--- src/design/sliding_window_stability_detector_unit_defines.svh ---
// Assertion macros for the stability detector RTL.
// Assertions compile away when SYNTHESIS is defined; no other dependencies.
`ifndef SLIDING_WINDOW_STABILITY_DETECTOR_UNIT_DEFINES_SVH
`define SLIDING_WINDOW_STABILITY_DETECTOR_UNIT_DEFINES_SVH

`ifndef SYNTHESIS

// property must hold at every clock edge outside reset
`define SWSD_ASSERT(lbl, clk, rst_n, prop, msg) \
	lbl: assert property (@(posedge clk) disable iff (!rst_n) prop) else $error(msg);

// expression must never be true outside reset
`define SWSD_ASSERT_NEVER(lbl, clk, rst_n, expr, msg) \
	lbl: assert property (@(posedge clk) disable iff (!rst_n) !(expr)) else $error(msg);

`else

`define SWSD_ASSERT(lbl, clk, rst_n, prop, msg)

`define SWSD_ASSERT_NEVER(lbl, clk, rst_n, expr, msg)

`endif

`endif

--- src/design/swsd_pkg.sv ---
// Shared constants, register indexes and controller/datapath structs
// for the sliding window stability detector. No dependencies.
package swsd_pkg;

	// default sizing
	localparam int MAX_WINDOW_DEF  = 64;
	localparam int SAMPLE_BITS_DEF = 16;

	// fixed field widths
	localparam int OUT_W      = 16;
	localparam int LEN_REG_W  = 7;
	localparam int CFG_IDX_W  = 2;
	localparam int CFG_DATA_W = 16;
	localparam int REL_SHIFT  = 12;

	// register indexes
	localparam logic [CFG_IDX_W-1:0] REG_WINDOW_LENGTH = 2'd0;
	localparam logic [CFG_IDX_W-1:0] REG_ABS_TOL       = 2'd1;
	localparam logic [CFG_IDX_W-1:0] REG_REL_TOL       = 2'd2;

	// register reset values
	localparam logic [LEN_REG_W-1:0] LEN_RESET = 7'd64;
	localparam logic [OUT_W-1:0]     QUAL_ONE  = 16'hFFFF;

	// shared divider operand select
	typedef logic [1:0] div_sel_t;
	localparam div_sel_t DIV_MEAN = 2'd0;
	localparam div_sel_t DIV_VAR  = 2'd1;
	localparam div_sel_t DIV_QUAL = 2'd2;

	// controller -> datapath commands
	typedef struct packed {
		logic     load;
		logic     clear;
		logic     push;
		logic     scan_start;
		logic     rd;
		logic     pass2;
		logic     div_start;
		div_sel_t div_sel;
		logic     mean_ld;
		logic     sqrt_start;
		logic     out_ld;
	} swsd_cmd_t;

	// datapath -> controller status
	typedef struct packed {
		logic mode;
		logic idx_last;
		logic pipe_busy;
		logic div_busy;
		logic sqrt_busy;
		logic qual_div;
	} swsd_status_t;

endpackage

--- src/design/swsd_ifs.sv ---
// Valid/ready channel interfaces: sample feed, result and register write.
// Depends on swsd_pkg for the default sizing and the fixed field widths.
interface swsd_in_if #(
	parameter int SB = swsd_pkg::SAMPLE_BITS_DEF
);
	logic                 valid;
	logic                 ready;
	logic                 mode;
	logic signed [SB-1:0] sample;

	modport source (output valid, mode, sample, input ready);
	modport sink   (input valid, mode, sample, output ready);
endinterface

interface swsd_out_if #(
	parameter int SB = swsd_pkg::SAMPLE_BITS_DEF,
	parameter int CW = 7
);
	logic                            valid;
	logic                            ready;
	logic signed [SB-1:0]            mean;
	logic signed [SB-1:0]            minimum;
	logic signed [SB-1:0]            maximum;
	logic [swsd_pkg::OUT_W-1:0]      std_dev;
	logic [swsd_pkg::OUT_W-1:0]      span_size;
	logic [swsd_pkg::OUT_W-1:0]      span_limit;
	logic [CW-1:0]                   fill_level;
	logic                            stable;
	logic [swsd_pkg::OUT_W-1:0]      quality;

	modport source (output valid, mean, minimum, maximum, std_dev, span_size,
		span_limit, fill_level, stable, quality, input ready);
	modport sink   (input valid, mean, minimum, maximum, std_dev, span_size,
		span_limit, fill_level, stable, quality, output ready);
endinterface

interface swsd_cfg_if;
	logic                            valid;
	logic                            ready;
	logic [swsd_pkg::CFG_IDX_W-1:0]  index;
	logic [swsd_pkg::CFG_DATA_W-1:0] data;

	modport source (output valid, index, data, input ready);
	modport sink   (input valid, index, data, output ready);
endinterface

--- src/design/sliding_window_stability_detector_unit.sv ---
// Top level of the sliding window stability detector: controller plus
// datapath. Uses swsd_pkg, swsd_ifs, swsd_ctrl and swsd_datapath.
//
//  channel  dir  transaction payload
//  feed     in   mode, sample
//  result   out  mean, minimum, maximum, std_dev, span_size,
//                span_limit, fill_level, stable, quality
//  cfg      in   index, data (always ready)
//
// A push runs two scans through the single read port of the window
// memory, up to three runs of the shared bit-serial divider (the third
// is skipped when the quality needs no division) and a 16-step root.
// Reset clears the window through per-entry valid bits at once. A new
// item is taken while the previous result waits; a stalled result holds
// the block in its last state until it is taken.
module sliding_window_stability_detector_unit #(
	parameter int MAX_WINDOW  = swsd_pkg::MAX_WINDOW_DEF,
	parameter int SAMPLE_BITS = swsd_pkg::SAMPLE_BITS_DEF
) (
	input logic        clk,
	input logic        arst_n,
	swsd_in_if.sink    feed,
	swsd_out_if.source result,
	swsd_cfg_if.sink   cfg
);
	import swsd_pkg::*;

	localparam int CW = $clog2(MAX_WINDOW + 1);

	swsd_cmd_t    cmd;
	swsd_status_t st;

	assign cfg.ready = 1'b1;

	swsd_ctrl u_ctrl (
		.clk       (clk),
		.arst_n    (arst_n),
		.in_valid  (feed.valid),
		.in_ready  (feed.ready),
		.out_valid (result.valid),
		.out_ready (result.ready),
		.cmd       (cmd),
		.st        (st)
	);

	swsd_datapath #(
		.MW(MAX_WINDOW),
		.SB(SAMPLE_BITS),
		.CW(CW)
	) u_dp (
		.clk            (clk),
		.arst_n         (arst_n),
		.cmd            (cmd),
		.st             (st),
		.in_mode        (feed.mode),
		.in_sample      (feed.sample),
		.cfg_we         (cfg.valid),
		.cfg_idx        (cfg.index),
		.cfg_data       (cfg.data),
		.res_mean       (result.mean),
		.res_minimum    (result.minimum),
		.res_maximum    (result.maximum),
		.res_std_dev    (result.std_dev),
		.res_span_size  (result.span_size),
		.res_span_limit (result.span_limit),
		.res_fill_level (result.fill_level),
		.res_stable     (result.stable),
		.res_quality    (result.quality)
	);
endmodule

--- src/design/swsd_divider.sv ---
// Shared restoring divider, one quotient bit per cycle.
// No package dependencies.
module swsd_divider #(
	parameter int DVW = 39,
	parameter int DSW = 16
) (
	input  logic           clk,
	input  logic           arst_n,
	input  logic           start,
	input  logic [DVW-1:0] dividend,
	input  logic [DSW-1:0] divisor,
	output logic           busy,
	output logic [DVW-1:0] quotient,
	output logic [DSW-1:0] remainder
);
	localparam int CNW = $clog2(DVW + 1);

	logic           busy_q;
	logic [CNW-1:0] cnt_q;
	logic [DVW-1:0] quo_q;
	logic [DSW-1:0] rem_q;
	logic [DSW-1:0] dvs_q;
	logic [DSW:0]   shifted;
	logic           ge;
	logic [DSW:0]   diff;

	// trial subtract of the next partial remainder
	always_comb begin
		shifted = {rem_q, quo_q[DVW-1]};
		ge      = shifted >= {1'b0, dvs_q};
		diff    = shifted - {1'b0, dvs_q};
	end

	// iteration control
	always_ff @(posedge clk or negedge arst_n) begin
		if (!arst_n) begin
			busy_q <= 1'b0;
			cnt_q  <= '0;
		end else if (start) begin
			busy_q <= 1'b1;
			cnt_q  <= CNW'(DVW);
		end else if (busy_q) begin
			cnt_q <= cnt_q - 1'b1;
			if (cnt_q == CNW'(1)) begin
				busy_q <= 1'b0;
			end
		end
	end

	// quotient and remainder shift
	always_ff @(posedge clk) begin
		if (start) begin
			quo_q <= dividend;
			rem_q <= '0;
			dvs_q <= divisor;
		end else if (busy_q) begin
			quo_q <= {quo_q[DVW-2:0], ge};
			rem_q <= ge ? DSW'(diff) : DSW'(shifted);
		end
	end

	assign busy      = busy_q;
	assign quotient  = quo_q;
	assign remainder = rem_q;
endmodule

--- src/design/swsd_isqrt.sv ---
// Bit-serial integer square root, one root bit per cycle.
// No package dependencies.
module swsd_isqrt #(
	parameter int RW = 32
) (
	input  logic            clk,
	input  logic            arst_n,
	input  logic            start,
	input  logic [RW-1:0]   radicand,
	output logic            busy,
	output logic [RW/2-1:0] root
);
	localparam int RTW  = RW / 2;
	localparam int REMW = RTW + 3;
	localparam int CNW  = $clog2(RTW + 1);

	logic            busy_q;
	logic [CNW-1:0]  cnt_q;
	logic [RW-1:0]   rad_q;
	logic [REMW-1:0] rem_q;
	logic [RTW-1:0]  root_q;
	logic [REMW-1:0] rem_sh;
	logic [REMW-1:0] trial;
	logic            ge;

	// bring down two radicand bits, try root*4+1
	always_comb begin
		rem_sh = {rem_q[REMW-3:0], rad_q[RW-1:RW-2]};
		trial  = REMW'({root_q, 2'b01});
		ge     = rem_sh >= trial;
	end

	always_ff @(posedge clk or negedge arst_n) begin
		if (!arst_n) begin
			busy_q <= 1'b0;
			cnt_q  <= '0;
		end else if (start) begin
			busy_q <= 1'b1;
			cnt_q  <= CNW'(RTW);
		end else if (busy_q) begin
			cnt_q <= cnt_q - 1'b1;
			if (cnt_q == CNW'(1)) begin
				busy_q <= 1'b0;
			end
		end
	end

	always_ff @(posedge clk) begin
		if (start) begin
			rad_q  <= radicand;
			rem_q  <= '0;
			root_q <= '0;
		end else if (busy_q) begin
			rad_q  <= {rad_q[RW-3:0], 2'b00};
			rem_q  <= ge ? (rem_sh - trial) : rem_sh;
			root_q <= {root_q[RTW-2:0], ge};
		end
	end

	assign busy = busy_q;
	assign root = root_q;
endmodule

--- src/design/swsd_datapath.sv ---
// Datapath: configuration registers, sample window memory, two scan
// passes, shared divider and square root, result register. Uses swsd_pkg.
module swsd_datapath #(
	parameter int MW = swsd_pkg::MAX_WINDOW_DEF,
	parameter int SB = swsd_pkg::SAMPLE_BITS_DEF,
	parameter int CW = $clog2(MW + 1)
) (
	input  logic                              clk,
	input  logic                              arst_n,
	input  swsd_pkg::swsd_cmd_t               cmd,
	output swsd_pkg::swsd_status_t            st,
	input  logic                              in_mode,
	input  logic signed [SB-1:0]              in_sample,
	input  logic                              cfg_we,
	input  logic [swsd_pkg::CFG_IDX_W-1:0]    cfg_idx,
	input  logic [swsd_pkg::CFG_DATA_W-1:0]   cfg_data,
	output logic signed [SB-1:0]              res_mean,
	output logic signed [SB-1:0]              res_minimum,
	output logic signed [SB-1:0]              res_maximum,
	output logic [swsd_pkg::OUT_W-1:0]        res_std_dev,
	output logic [swsd_pkg::OUT_W-1:0]        res_span_size,
	output logic [swsd_pkg::OUT_W-1:0]        res_span_limit,
	output logic [CW-1:0]                     res_fill_level,
	output logic                              res_stable,
	output logic [swsd_pkg::OUT_W-1:0]        res_quality
);
	import swsd_pkg::*;

	localparam int AW   = $clog2(MW);
	localparam int SUMW = SB + CW;
	localparam int SQW  = 2 * SB + CW;
	localparam int DVW  = (SQW > 32) ? SQW : 32;
	localparam int DSW  = OUT_W;
	localparam int RW   = 2 * SB;
	localparam int PW   = OUT_W + SB;
	localparam int SPW  = SB + 1;
	localparam int CMPW = SPW + OUT_W;

	// configuration
	logic [LEN_REG_W-1:0] wlen_q;
	logic [OUT_W-1:0]     abs_tol_q;
	logic [OUT_W-1:0]     rel_tol_q;

	// item and window state
	logic                 mode_q;
	logic signed [SB-1:0] sample_q;
	logic [CW-1:0]        len_q;
	logic [AW-1:0]        wp_q;
	logic [CW-1:0]        fill_q;
	logic [MW-1:0]        vld_q;
	logic signed [SB-1:0] win_mem_q [MW];

	// push arithmetic
	logic [CW-1:0] len_c;
	logic [AW-1:0] wp_adj;
	logic [CW-1:0] fill_adj;
	logic [CW-1:0] wp_inc;

	// scan pipeline
	logic [CW-1:0]        idx_q;
	logic                 rd_s1;
	logic                 pass2_s1;
	logic                 first_s1;
	logic                 rd_vld_s1;
	logic signed [SB-1:0] rd_data_s1;
	logic signed [SB-1:0] val;
	logic signed [SPW-1:0] diff;
	logic                 v_s2;
	logic [SB-1:0]        absd_s2;
	logic                 v_s3;
	logic [2*SB-1:0]      sqr_s3;

	// accumulators
	logic signed [SUMW-1:0] sum_q;
	logic signed [SB-1:0]   mn_q;
	logic signed [SB-1:0]   mx_q;
	logic [SQW-1:0]         sq_q;
	logic signed [SB-1:0]   mean_q;
	logic [SUMW-1:0]        sum_mag;
	logic                   sum_neg;
	logic [SB-1:0]          mean_mag;
	logic [SB-1:0]          absmean;
	logic [PW-1:0]          rel_prod_q;
	logic [PW-1:0]          rel_full;
	logic [OUT_W-1:0]       rel_sat;
	logic [OUT_W-1:0]       allowed;
	logic [SPW-1:0]         span_full;
	logic [CMPW-1:0]        span_ext;
	logic [CMPW-1:0]        allowed_ext;
	logic [OUT_W-1:0]       headroom;
	logic                   full;
	logic                   span_le;
	logic                   span_lt;
	logic [OUT_W-1:0]       quality_c;

	// shared units
	logic [DVW-1:0] div_dividend;
	logic [DSW-1:0] div_divisor;
	logic           div_busy;
	logic [DVW-1:0] div_quot;
	logic [DSW-1:0] div_rem;
	logic           sqrt_busy;
	logic [SB-1:0]  sqrt_root;

	// configuration writes
	always_ff @(posedge clk or negedge arst_n) begin
		if (!arst_n) begin
			wlen_q    <= LEN_RESET;
			abs_tol_q <= '0;
			rel_tol_q <= '0;
		end else if (cfg_we) begin
			case (cfg_idx)
				REG_WINDOW_LENGTH: wlen_q    <= cfg_data[LEN_REG_W-1:0];
				REG_ABS_TOL:       abs_tol_q <= cfg_data;
				REG_REL_TOL:       rel_tol_q <= cfg_data;
				default: ;
			endcase
		end
	end

	// saturated length and ring pointer update
	always_comb begin
		if (wlen_q < LEN_REG_W'(2)) begin
			len_c = CW'(2);
		end else if (32'(wlen_q) > MW) begin
			len_c = CW'(MW);
		end else begin
			len_c = CW'(wlen_q);
		end
		wp_adj   = (CW'(wp_q) >= len_c) ? '0 : wp_q;
		fill_adj = (fill_q > len_c) ? len_c : fill_q;
		wp_inc   = CW'(wp_adj) + 1'b1;
	end

	// item capture
	always_ff @(posedge clk) begin
		if (cmd.load) begin
			mode_q   <= in_mode;
			sample_q <= in_sample;
		end
		if (cmd.push) begin
			len_q <= len_c;
		end
	end

	// window pointers and entry valid bits
	always_ff @(posedge clk or negedge arst_n) begin
		if (!arst_n) begin
			wp_q   <= '0;
			fill_q <= '0;
			vld_q  <= '0;
		end else if (cmd.clear) begin
			wp_q   <= '0;
			fill_q <= '0;
			vld_q  <= '0;
		end else if (cmd.push) begin
			wp_q          <= (wp_inc >= len_c) ? '0 : AW'(wp_inc);
			fill_q        <= (fill_adj < len_c) ? fill_adj + 1'b1 : fill_adj;
			vld_q[wp_adj] <= 1'b1;
		end
	end

	// sample memory, registered read
	always_ff @(posedge clk) begin
		if (cmd.push) begin
			win_mem_q[wp_adj] <= sample_q;
		end
		if (cmd.rd) begin
			rd_data_s1 <= win_mem_q[idx_q[AW-1:0]];
		end
	end

	// scan index and pipeline flags
	always_ff @(posedge clk or negedge arst_n) begin
		if (!arst_n) begin
			idx_q     <= '0;
			rd_s1     <= 1'b0;
			pass2_s1  <= 1'b0;
			first_s1  <= 1'b0;
			rd_vld_s1 <= 1'b0;
			v_s2      <= 1'b0;
			v_s3      <= 1'b0;
		end else begin
			if (cmd.scan_start) begin
				idx_q <= '0;
			end else if (cmd.rd) begin
				idx_q <= idx_q + 1'b1;
			end
			rd_s1     <= cmd.rd;
			pass2_s1  <= cmd.pass2;
			first_s1  <= (idx_q == '0);
			rd_vld_s1 <= vld_q[idx_q[AW-1:0]];
			v_s2      <= rd_s1 && pass2_s1;
			v_s3      <= v_s2;
		end
	end

	// never-written entries read as zero
	always_comb begin
		val  = rd_vld_s1 ? rd_data_s1 : '0;
		diff = SPW'(val) - SPW'(mean_q);
	end

	// pass 1: sum, min, max; pass 2: squared deviation
	always_ff @(posedge clk) begin
		if (rd_s1 && !pass2_s1) begin
			if (first_s1) begin
				sum_q <= SUMW'(val);
				mn_q  <= val;
				mx_q  <= val;
			end else begin
				sum_q <= sum_q + SUMW'(val);
				if (val < mn_q) mn_q <= val;
				if (val > mx_q) mx_q <= val;
			end
		end
		absd_s2 <= diff[SPW-1] ? SB'(-diff) : SB'(diff);
		sqr_s3  <= absd_s2 * absd_s2;
		if (cmd.scan_start) begin
			sq_q <= '0;
		end else if (v_s3) begin
			sq_q <= sq_q + SQW'(sqr_s3);
		end
		if (cmd.mean_ld) begin
			mean_q <= sum_neg ? -mean_mag : SB'(div_quot);
		end
		rel_prod_q <= PW'(rel_tol_q) * PW'(absmean);
	end

	// floored mean from magnitude quotient
	always_comb begin
		sum_neg  = sum_q[SUMW-1];
		sum_mag  = sum_neg ? SUMW'(-sum_q) : SUMW'(sum_q);
		mean_mag = SB'(div_quot) + SB'(div_rem != '0);
		absmean  = mean_q[SB-1] ? SB'(-mean_q) : SB'(mean_q);
	end

	// allowance, span, stability
	always_comb begin
		rel_full    = rel_prod_q >> REL_SHIFT;
		rel_sat     = (rel_full > PW'(QUAL_ONE)) ? QUAL_ONE : OUT_W'(rel_full);
		allowed     = (rel_sat > abs_tol_q) ? rel_sat : abs_tol_q;
		span_full   = SPW'(mx_q) - SPW'(mn_q);
		span_ext    = CMPW'(span_full);
		allowed_ext = CMPW'(allowed);
		headroom    = OUT_W'(allowed_ext - span_ext);
		full        = (fill_q == len_q);
		span_le     = span_ext <= allowed_ext;
		span_lt     = span_ext < allowed_ext;
		if (!full || (allowed != '0 && span_lt)) begin
			quality_c = OUT_W'(div_quot);
		end else if (allowed == '0 && span_full == '0) begin
			quality_c = QUAL_ONE;
		end else begin
			quality_c = '0;
		end
	end

	// divider operand select
	always_comb begin
		case (cmd.div_sel)
			DIV_MEAN: begin
				div_dividend = DVW'(sum_mag);
				div_divisor  = DSW'(fill_q);
			end
			DIV_VAR: begin
				div_dividend = DVW'(sq_q);
				div_divisor  = DSW'(fill_q);
			end
			DIV_QUAL: begin
				if (!full) begin
					div_dividend = (DVW'(fill_q) << OUT_W) - DVW'(fill_q);
					div_divisor  = DSW'(len_q);
				end else begin
					div_dividend = (DVW'(headroom) << OUT_W) - DVW'(headroom);
					div_divisor  = DSW'(allowed);
				end
			end
			default: begin
				div_dividend = '0;
				div_divisor  = '0;
			end
		endcase
	end

	swsd_divider #(
		.DVW(DVW),
		.DSW(DSW)
	) u_div (
		.clk       (clk),
		.arst_n    (arst_n),
		.start     (cmd.div_start),
		.dividend  (div_dividend),
		.divisor   (div_divisor),
		.busy      (div_busy),
		.quotient  (div_quot),
		.remainder (div_rem)
	);

	swsd_isqrt #(
		.RW(RW)
	) u_sqrt (
		.clk      (clk),
		.arst_n   (arst_n),
		.start    (cmd.sqrt_start),
		.radicand (RW'(div_quot)),
		.busy     (sqrt_busy),
		.root     (sqrt_root)
	);

	// result register; a clear answers all zeros
	always_ff @(posedge clk) begin
		if (cmd.out_ld) begin
			if (mode_q) begin
				res_mean       <= '0;
				res_minimum    <= '0;
				res_maximum    <= '0;
				res_std_dev    <= '0;
				res_span_size  <= '0;
				res_span_limit <= '0;
				res_fill_level <= '0;
				res_stable     <= 1'b0;
				res_quality    <= '0;
			end else begin
				res_mean       <= mean_q;
				res_minimum    <= mn_q;
				res_maximum    <= mx_q;
				res_std_dev    <= OUT_W'(sqrt_root);
				res_span_size  <= OUT_W'(span_full);
				res_span_limit <= allowed;
				res_fill_level <= fill_q;
				res_stable     <= full && span_le;
				res_quality    <= quality_c;
			end
		end
	end

	// status to controller
	always_comb begin
		st.mode      = mode_q;
		st.idx_last  = (idx_q == fill_q - 1'b1);
		st.pipe_busy = rd_s1 || v_s2 || v_s3;
		st.div_busy  = div_busy;
		st.sqrt_busy = sqrt_busy;
		st.qual_div  = !full || (allowed != '0 && span_lt);
	end
endmodule

--- src/design/swsd_ctrl.sv ---
// Controller state machine: sequences push or clear, two scans, divisions,
// square root and result handoff. Uses swsd_pkg and the assertion macros.
`include "sliding_window_stability_detector_unit_defines.svh"

module swsd_ctrl (
	input  logic                   clk,
	input  logic                   arst_n,
	input  logic                   in_valid,
	output logic                   in_ready,
	output logic                   out_valid,
	input  logic                   out_ready,
	output swsd_pkg::swsd_cmd_t    cmd,
	input  swsd_pkg::swsd_status_t st
);
	import swsd_pkg::*;

	localparam logic [3:0] S_IDLE   = 4'd0;
	localparam logic [3:0] S_PUSH   = 4'd1;
	localparam logic [3:0] S_P1     = 4'd2;
	localparam logic [3:0] S_P1W    = 4'd3;
	localparam logic [3:0] S_MEAN   = 4'd4;
	localparam logic [3:0] S_MEAN_W = 4'd5;
	localparam logic [3:0] S_P2     = 4'd6;
	localparam logic [3:0] S_P2W    = 4'd7;
	localparam logic [3:0] S_VAR    = 4'd8;
	localparam logic [3:0] S_VAR_W  = 4'd9;
	localparam logic [3:0] S_SQRT_W = 4'd10;
	localparam logic [3:0] S_QUAL   = 4'd11;
	localparam logic [3:0] S_QUAL_W = 4'd12;
	localparam logic [3:0] S_OUT    = 4'd13;

	logic [3:0] state_q;
	logic [3:0] state_d;
	logic       out_valid_q;

	assign in_ready  = (state_q == S_IDLE);
	assign out_valid = out_valid_q;

	// next state and commands
	always_comb begin
		state_d = state_q;
		cmd     = '0;
		case (state_q)
			S_IDLE: begin
				if (in_valid) begin
					cmd.load = 1'b1;
					state_d  = S_PUSH;
				end
			end
			S_PUSH: begin
				if (st.mode) begin
					cmd.clear = 1'b1;
					state_d   = S_OUT;
				end else begin
					cmd.push       = 1'b1;
					cmd.scan_start = 1'b1;
					state_d        = S_P1;
				end
			end
			S_P1: begin
				cmd.rd = 1'b1;
				if (st.idx_last) state_d = S_P1W;
			end
			S_P1W: begin
				if (!st.pipe_busy) state_d = S_MEAN;
			end
			S_MEAN: begin
				cmd.div_start = 1'b1;
				cmd.div_sel   = DIV_MEAN;
				state_d       = S_MEAN_W;
			end
			S_MEAN_W: begin
				cmd.div_sel = DIV_MEAN;
				if (!st.div_busy) begin
					cmd.mean_ld    = 1'b1;
					cmd.scan_start = 1'b1;
					state_d        = S_P2;
				end
			end
			S_P2: begin
				cmd.rd    = 1'b1;
				cmd.pass2 = 1'b1;
				if (st.idx_last) state_d = S_P2W;
			end
			S_P2W: begin
				if (!st.pipe_busy) state_d = S_VAR;
			end
			S_VAR: begin
				cmd.div_start = 1'b1;
				cmd.div_sel   = DIV_VAR;
				state_d       = S_VAR_W;
			end
			S_VAR_W: begin
				cmd.div_sel = DIV_VAR;
				if (!st.div_busy) begin
					cmd.sqrt_start = 1'b1;
					state_d        = S_SQRT_W;
				end
			end
			S_SQRT_W: begin
				if (!st.sqrt_busy) state_d = S_QUAL;
			end
			S_QUAL: begin
				cmd.div_sel = DIV_QUAL;
				if (st.qual_div) begin
					cmd.div_start = 1'b1;
					state_d       = S_QUAL_W;
				end else begin
					state_d = S_OUT;
				end
			end
			S_QUAL_W: begin
				cmd.div_sel = DIV_QUAL;
				if (!st.div_busy) state_d = S_OUT;
			end
			S_OUT: begin
				if (!out_valid_q || out_ready) begin
					cmd.out_ld = 1'b1;
					state_d    = S_IDLE;
				end
			end
			default: state_d = S_IDLE;
		endcase
	end

	// state and result valid
	always_ff @(posedge clk or negedge arst_n) begin
		if (!arst_n) begin
			state_q     <= S_IDLE;
			out_valid_q <= 1'b0;
		end else begin
			state_q     <= state_d;
			out_valid_q <= cmd.out_ld || (out_valid_q && !out_ready);
		end
	end

	`SWSD_ASSERT(a_out_no_overwrite, clk, arst_n, cmd.out_ld |-> (!out_valid_q || out_ready), "result register overwritten")
	`SWSD_ASSERT_NEVER(a_div_restart, clk, arst_n, cmd.div_start && st.div_busy, "divider started while busy")
	`SWSD_ASSERT_NEVER(a_sqrt_overlap, clk, arst_n, cmd.sqrt_start && (st.div_busy || st.sqrt_busy), "square root started early")
	`SWSD_ASSERT(a_one_item, clk, arst_n, (in_valid && in_ready) |=> !in_ready, "second item taken while busy")
endmodule

--- src/flat_wrapper.sv ---
// flat-port wrapper written by rule: the top's interface ports become plain ports
module sliding_window_stability_detector_unit_flat import swsd_pkg::*;
#(
	parameter int MAX_WINDOW  = swsd_pkg::MAX_WINDOW_DEF,
	parameter int SAMPLE_BITS = swsd_pkg::SAMPLE_BITS_DEF
)
  (clk, arst_n, feed_valid, feed_mode, feed_sample, feed_ready, result_valid, result_mean, result_minimum, result_maximum, result_std_dev, result_span_size, result_span_limit, result_fill_level, result_stable, result_quality, result_ready, cfg_valid, cfg_index, cfg_data, cfg_ready);
  swsd_in_if feed_i ();
  swsd_out_if result_i ();
  swsd_cfg_if cfg_i ();
  input logic clk;
  input logic arst_n;
  input wire logic [$bits(feed_i.valid)-1:0] feed_valid;
  input wire logic [$bits(feed_i.mode)-1:0] feed_mode;
  input wire logic [$bits(feed_i.sample)-1:0] feed_sample;
  output wire logic [$bits(feed_i.ready)-1:0] feed_ready;
  output wire logic [$bits(result_i.valid)-1:0] result_valid;
  output wire logic [$bits(result_i.mean)-1:0] result_mean;
  output wire logic [$bits(result_i.minimum)-1:0] result_minimum;
  output wire logic [$bits(result_i.maximum)-1:0] result_maximum;
  output wire logic [$bits(result_i.std_dev)-1:0] result_std_dev;
  output wire logic [$bits(result_i.span_size)-1:0] result_span_size;
  output wire logic [$bits(result_i.span_limit)-1:0] result_span_limit;
  output wire logic [$bits(result_i.fill_level)-1:0] result_fill_level;
  output wire logic [$bits(result_i.stable)-1:0] result_stable;
  output wire logic [$bits(result_i.quality)-1:0] result_quality;
  input wire logic [$bits(result_i.ready)-1:0] result_ready;
  input wire logic [$bits(cfg_i.valid)-1:0] cfg_valid;
  input wire logic [$bits(cfg_i.index)-1:0] cfg_index;
  input wire logic [$bits(cfg_i.data)-1:0] cfg_data;
  output wire logic [$bits(cfg_i.ready)-1:0] cfg_ready;
  assign feed_i.valid = feed_valid;
  assign feed_i.mode = feed_mode;
  assign feed_i.sample = feed_sample;
  assign feed_ready = feed_i.ready;
  assign result_valid = result_i.valid;
  assign result_mean = result_i.mean;
  assign result_minimum = result_i.minimum;
  assign result_maximum = result_i.maximum;
  assign result_std_dev = result_i.std_dev;
  assign result_span_size = result_i.span_size;
  assign result_span_limit = result_i.span_limit;
  assign result_fill_level = result_i.fill_level;
  assign result_stable = result_i.stable;
  assign result_quality = result_i.quality;
  assign result_i.ready = result_ready;
  assign cfg_i.valid = cfg_valid;
  assign cfg_i.index = cfg_index;
  assign cfg_i.data = cfg_data;
  assign cfg_ready = cfg_i.ready;
  sliding_window_stability_detector_unit #(.MAX_WINDOW(MAX_WINDOW), .SAMPLE_BITS(SAMPLE_BITS)) u_core (.clk(clk), .arst_n(arst_n), .feed(feed_i), .result(result_i), .cfg(cfg_i));
endmodule
--- config.mk ---
export PLATFORM = sky130hd
export DESIGN_NAME = sliding_window_stability_detector_unit_flat
export DESIGN_NICKNAME = d
export VERILOG_FILES = /design/src/design/swsd_pkg.sv /design/src/design/swsd_ifs.sv /design/src/design/sliding_window_stability_detector_unit.sv /design/src/design/swsd_divider.sv /design/src/design/swsd_isqrt.sv /design/src/design/swsd_datapath.sv /design/src/design/swsd_ctrl.sv /design/src/flat_wrapper.sv
export VERILOG_INCLUDE_DIRS = /design/src /design/src/design
export SDC_FILE = /design/constraint.sdc
export NUM_CORES = 2
export LEC_CHECK = 0
export ABC_AREA = 1
export ABC_CLOCK_PERIOD_IN_PS = 21300
export BUFFER_PORTS_ARGS = -buffer_cell sky130_fd_sc_hd__buf_2
export CAP_MARGIN = 0
export CORE_MARGIN = 5
export CORE_UTILIZATION = 35
export DETAILED_ROUTE_END_ITERATION = 6
export PLACE_DENSITY = 0.52
export SYNTH_ARGS = -nofsm -noshare
export SYNTH_HDL_FRONTEND = slang
export SYNTH_SLANG_ARGS = --single-unit
--- constraint.sdc ---
create_clock -name clk -period 21.3 [get_ports clk]
set_input_delay 3.195 -clock clk [delete_from_list [all_inputs] [get_ports clk]]
set_output_delay 3.195 -clock clk [all_outputs]
set_load 0.03 [all_outputs]
# Yosys cells after proc, flatten, opt, wreduce, memory -nomap -nowiden

Memories as Yosys holds them, arrays and structs flattened. A register that Yosys moved wholly into a read port is not among the register bits.
Cells that the tools add are included.

Register bits after elaboration: 617
Bits in latches: 0
Bits in writable memories: 1024
Bits in read-only memories: 0
Input bits: 40
Output and inout port bits: 123
Memories kept: 1

Add/subtract/negate cells: 20
Multiply operators: 2
Divide/modulo/power cells: 0
Magnitude comparators: 17
Equal/unequal tests: 31
Shift-type cells: 0
Muxes and demuxes: 83
Bitwise logic cells: 1
Reduce and logical (&&, ||, !) cells: 41

Memory list:

| name                  | depth | width | read ports | clocked after memory_dff | wr ports | RTL line            | source |
|---|---|---|---|---|---|---|---|
| u_core.u_dp.win_mem_q | 64    | 16    | 1          | 1                        | 1        | swsd_datapath.sv:51 | `logic signed [SB-1:0] win_mem_q [MW];` |

Operator list:

| operator             | number |
|---|---|
| $mux W16             | 14 |
| $mux W64             | 2 |
| $mux W39             | 3 |
| $pmux W39 S3         | 1 |
| $mul A16 B16 Y32     | 2 |
| $mux W32             | 2 |
| $or A64 B64 Y64      | 1 |
| $mux W7              | 8 |
| $pmux W4 S14         | 1 |
| $neg A16 Y16         | 3 |
| $mux W23             | 2 |
| $mux W4              | 11 |
| $add A39 B32 Y39     | 1 |
| $mux W6              | 6 |
| $sub A16 B16 Y17     | 2 |
| $sub A32 B16 Y33     | 1 |
| $gt A16 B16 Y1       | 2 |
| $pmux W16 S2         | 1 |
| $reduce_bool A16 Y1  | 2 |
| $sub A16 B16 Y16     | 2 |
| $eq A4 B4 Y1 const B | 6 |
| $sub A23 B7 Y24      | 1 |
| $add A23 B16 Y23     | 1 |
| $neg A23 Y23         | 1 |
| other kinds (51)     | 119 |

# Logic depth before layout (Yosys ltp)

Depth after elaboration: 12
Gate-level depth with buffers: 41
Depth with buffers taken out: 39

# Hierarchy

A second synthesis with hierarchy kept.

Cell total of the unflattened synthesis: 9261
Area total of the unflattened synthesis: 91388.9 sq um

By module, submodules not included:

| module                                 | instances | cells an instance | area an instance (sq um) |
|---|---|---|---|
| swsd_datapath                          | 1         | 8086              | 82357.7 |
| swsd_divider                           | 1         | 544               | 4332.9 |
| swsd_isqrt                             | 1         | 538               | 4115.2 |
| swsd_ctrl                              | 1         | 91                | 571.8 |
| sliding_window_stability_detector_unit | 1         | 2                 | 11.3 |

# Worst setup path after synthesis

No wires, ideal clock.

Path type: input port to flip-flop
Start: input result_ready
End: register u_core.u_dp.res_fill_level[0], enable pin
Setup time: 0.601 ns
Data arrival time: 8.209 ns
Slack: 12.491 ns
Stages on the path: 2
Buffers on the path: 0
Path through: nor2_1 > nor2_1

RTL lines:

| what                 | RTL line             | source |
|---|---|---|
| start, declared      | flat_wrapper.sv:27   | `input wire logic [$bits(result_i.ready)-1:0] result_ready;` |
| end signal, assigned | swsd_datapath.sv:331 | `res_fill_level <= fill_q;` |
| end, declared        | swsd_datapath.sv:23  | `output logic [CW-1:0] res_fill_level,` |

# Worst setup path in the final report

Start: register u_core.u_dp.mean_q[15]
End: register u_core.u_dp.rel_prod_q[29]

Longest elaborated chain between the ends: 3

Ends and longest elaborated chain:

| what                   | RTL line             | source |
|---|---|---|
| start, declared        | swsd_datapath.sv:78  | `logic signed [SB-1:0] mean_q;` |
| start signal, assigned | swsd_datapath.sv:225 | `mean_q <= sum_neg ? -mean_mag : SB'(div_quot);` |
| $neg A16 Y16           | swsd_datapath.sv:235 | `absmean = mean_q[SB-1] ? SB'(-mean_q) : SB'(mean_q);` |
| $mux W16 *             | swsd_datapath.sv:235 |  |
| $mul A16 B16 Y32 *     | swsd_datapath.sv:227 | `rel_prod_q <= PW'(rel_tol_q) * PW'(absmean);` |
| end signal, assigned   | swsd_datapath.sv:227 |  |
| end, declared          | swsd_datapath.sv:83  | `logic [PW-1:0] rel_prod_q;` |

Every way passes the cells marked *; elsewhere a longest branch is shown, timed or not.
A chain may end at the register's enable or synchronous reset.

==> impl_metrics.ini <==
[clock_network]
root_buffer = clkbuf_16
cts.reportedPaths.clkPinSlew_ps = 60
ctsLongestPathBuffers = 3
htree_levels = 4
cts.repair.resized = 0
hold_buffers = 0
cts-buffers-inserted = 175
cts_setup_buffers = 0
cts_tree = done
clock_latency_ps = 860
cts.sinks = 1644

[routing]
final_antenna_net_count = 0
drt_pass1_iterations = 6
route.met2.wl_microns = 133000
route.detailed.drc = 0
dr_wl_met3_microns = 14400
routed.top_layer = met4
avgRoutedWirePerCell_microns = 22.2
via_count = 65900
drt-initial-drc-count = 6020
drt-total-wl_microns = 281000
vias_per_cell = 5.19
wl_met1_microns = 123000

[synth]
synth_edf_count = 1342
yosysWarnings = 0
yosysUniqueCellTypes = 67
yosysMostFrequentCell = edfxtp_1
synth_flop_cell = edfxtp_1
synth_top_area_share_pct = 44.6
syn-num-nets = 9922
ys_seq_area_share_pct = 52.1
syn_area_per_cell_sq_um = 9.97
synthCells = 9062
yosysTopAreaCell = edfxtp_1
synthArstFlopShare_pct = 8.94
netlist_area_sq_um = 90400
synth_common_cells = edfxtp_1 (1,342), nand2_1 (1,285), inv_1 (1,181)
synth_seq_cells = 1644
synthTopCellsByArea = edfxtp_1 (45%), fa_1 (8.0%), ha_1 (6.3%), nand2_1 (5.3%), o21ai_0 (5.1%)

[place]
dp_hpwl_microns = 192000
place_area_sq_um = 95200
place_congestion = 0.895
port_buffers = 161
post-place-cells = 12400

[setup_path]
cpPeakStageDelay_ps = 680
r2r-end = u_core.u_dp.rel_prod_q[29]$_DFF_P_
cp-startpoint = u_core.u_dp.mean_q[15]$_DFFE_PP_
cp_data_arrival_time_ps = 8660
criticalPathCategory = flip-flop to flip-flop
reg2reg_from = u_core.u_dp.mean_q[15]$_DFFE_PP_
crit_top_cell = nand2_1
rrSetupSlack_ps = 13310
cp-end-kind = flip-flop
ff2ff_path_depth = 30
crit_path_start_kind = flip-flop
crit_required_ps = 21980
worstPathMaxFanout = 16
slowest_stage = xor2_1

[timing]
tightest_slew_ps = 1230
fmaxAchievable_mhz = 125
period_share_pct = 37.5
setup_tns_ps = 0
hold_viol = 0
slew_violations = 0
rsz0062_at_grt = no
slew_headroom_pct = 17.8
finalSetupViolCount = 0
worst_clock_skew_ps = 67.7
fin_crit_ps = 7990

[grt]
grtUsageTotal_pct = 20.5
grt_pass1_wl_microns = 421000
gr-total-overflow = 0
antenna_found_initial = 11
grt_pass1_vias = 65000
grt_max_degree = 172

[die]
start_util_pct = 35.2
die_area_sq_um = 268000
coreArea_sq_um = 257000
die_w_microns = 518
fp-row-count = 186
die_h_microns = 518
io_pins = 163

[final_layout]
nNetsFinal = 10000
finalNonFillerCells = 12700
fillCellCount = 25200
final_util_pct = 39.4
drive_gt1_share_pct = 7.08
syn2layout_area_growth_pct = 11.9
final_area_sq_um = 101000

[status]
status = completed

[worst_hold_path]
min_path_cells = 0
min_from = u_core.u_dp.v_s2$_DFF_PN0_
min_to = u_core.u_dp.v_s3$_DFF_PN0_
hold_class = flip-flop to flip-flop

[job]
drv_cap = 0
per-stage QoR:
stage	hold WS (ps)	setup slack, ps
2_1_floorplan	329	12490
3_3_place_gp	361	13360
3_5_place_dp	367	13320
4_1_cts	380	13280
5_1_grt	382	12700
6_report	378	13310
area by class of cell:
cell class / instances / area (sq um) / share of cell area, %
Clock inverter: 119 / 1310 / 1.30
Inverter: 1191 / 4490 / 4.44
Multi-Input combinational cell: 5815 / 37300 / 36.9
Clock buffer: 210 / 4570 / 4.52
Sequential cell: 1644 / 47100 / 46.6
Antenna cell: 2 / 5.00 / 0.00495
Timing Repair Buffer: 333 / 2140 / 2.12
Tap cell: 3384 / 4230 / 4.19
layout by cell type, fill, tap and decap left out, drive strengths merged, types with 6 or more instances in the layout:
master and n:
a211oi 10, a21boi 16, a21o 15, a21oi 399, a22o 9, a22oi 21, a31oi 64, buf 333
bufinv 17, clkbuf 210, clkinv 93, dfrtp 146, dfxtp 155, edfxtp 1342, fa 362, ha 458
inv 1195, nand2 1288, nand3 223, nand3b 6, nand4 59, nor2 1177, nor3 54, nor4 17
o2111ai 6, o211ai 62, o21a 15, o21ai 931, o21bai 23, o221ai 85, o22ai 235, o31ai 13
or2 24, xnor2 69, xor2 136
metal layers:
layer	vias up	global-route usage, %
met2	1944	34.0
li1	31000	-
met1	32700	27.7
met4	0	7.20
met5	-	0
met3	382	2.47
state kept, by name, indices dropped and copies added (netlist names), 17 cells and up:
signal	flops
u_core.u_dp.win_mem_q	1024
u_core.u_dp.u_div.quotient	39
u_core.u_dp.sqr_s3	31
u_core.u_dp.sum_q	23
u_core.u_dp.rel_prod_q	20
u_core.u_dp.u_sqrt.rem_q	17
u_core.u_dp.vld_q	64
u_core.u_dp.sq_q	39
u_core.u_dp.u_sqrt.rad_q	32
logic make-up after synthesis:
| family | Yosys count | share of synthesized area, % |
|---|---|---|
| AND/OR/NAND/NOR | 2854 | 12.6 |
| other | 1 | 0.00415 |
| adder cells (fa/ha/maj) | 820 | 14.4 |
| AO/OA/AOI/OAI | 1935 | 12.2 |
| XOR/XNOR | 205 | 1.99 |
| flip-flops | 1644 | 52.1 |
| buffers and inverters | 1603 | 6.72 |
worst max-delay path by stage:
stage,end,slack (ps),cells after the start
after global routing,u_core.u_dp.rel_prod_q[31]$_DFF_P_,12700,36
after detailed placement,u_core.u_dp.rel_prod_q[29]$_DFF_P_,13320,35
after floorplan,u_core.u_dp.res_fill_level[0]$_SDFFCE_PP0P_,12490,2
after global placement,u_core.u_dp.rel_prod_q[31]$_DFF_P_,13360,37
final,u_core.u_dp.rel_prod_q[29]$_DFF_P_,13310,30
after CTS,u_core.u_dp.rel_prod_q[29]$_DFF_P_,13280,35
worst max-delay path: cells and delay by family (launching register included):
kind            cells  cell delay, ps
fa+ha+maj           7            3410
compound gates      6            1180
simple gates        9             990
xor+xnor            2             830
buf+inv             6             720
flops               1             670
Power is not shown: default switching activity piles up to over one toggle a cycle in this logic, so the estimate is an artifact.
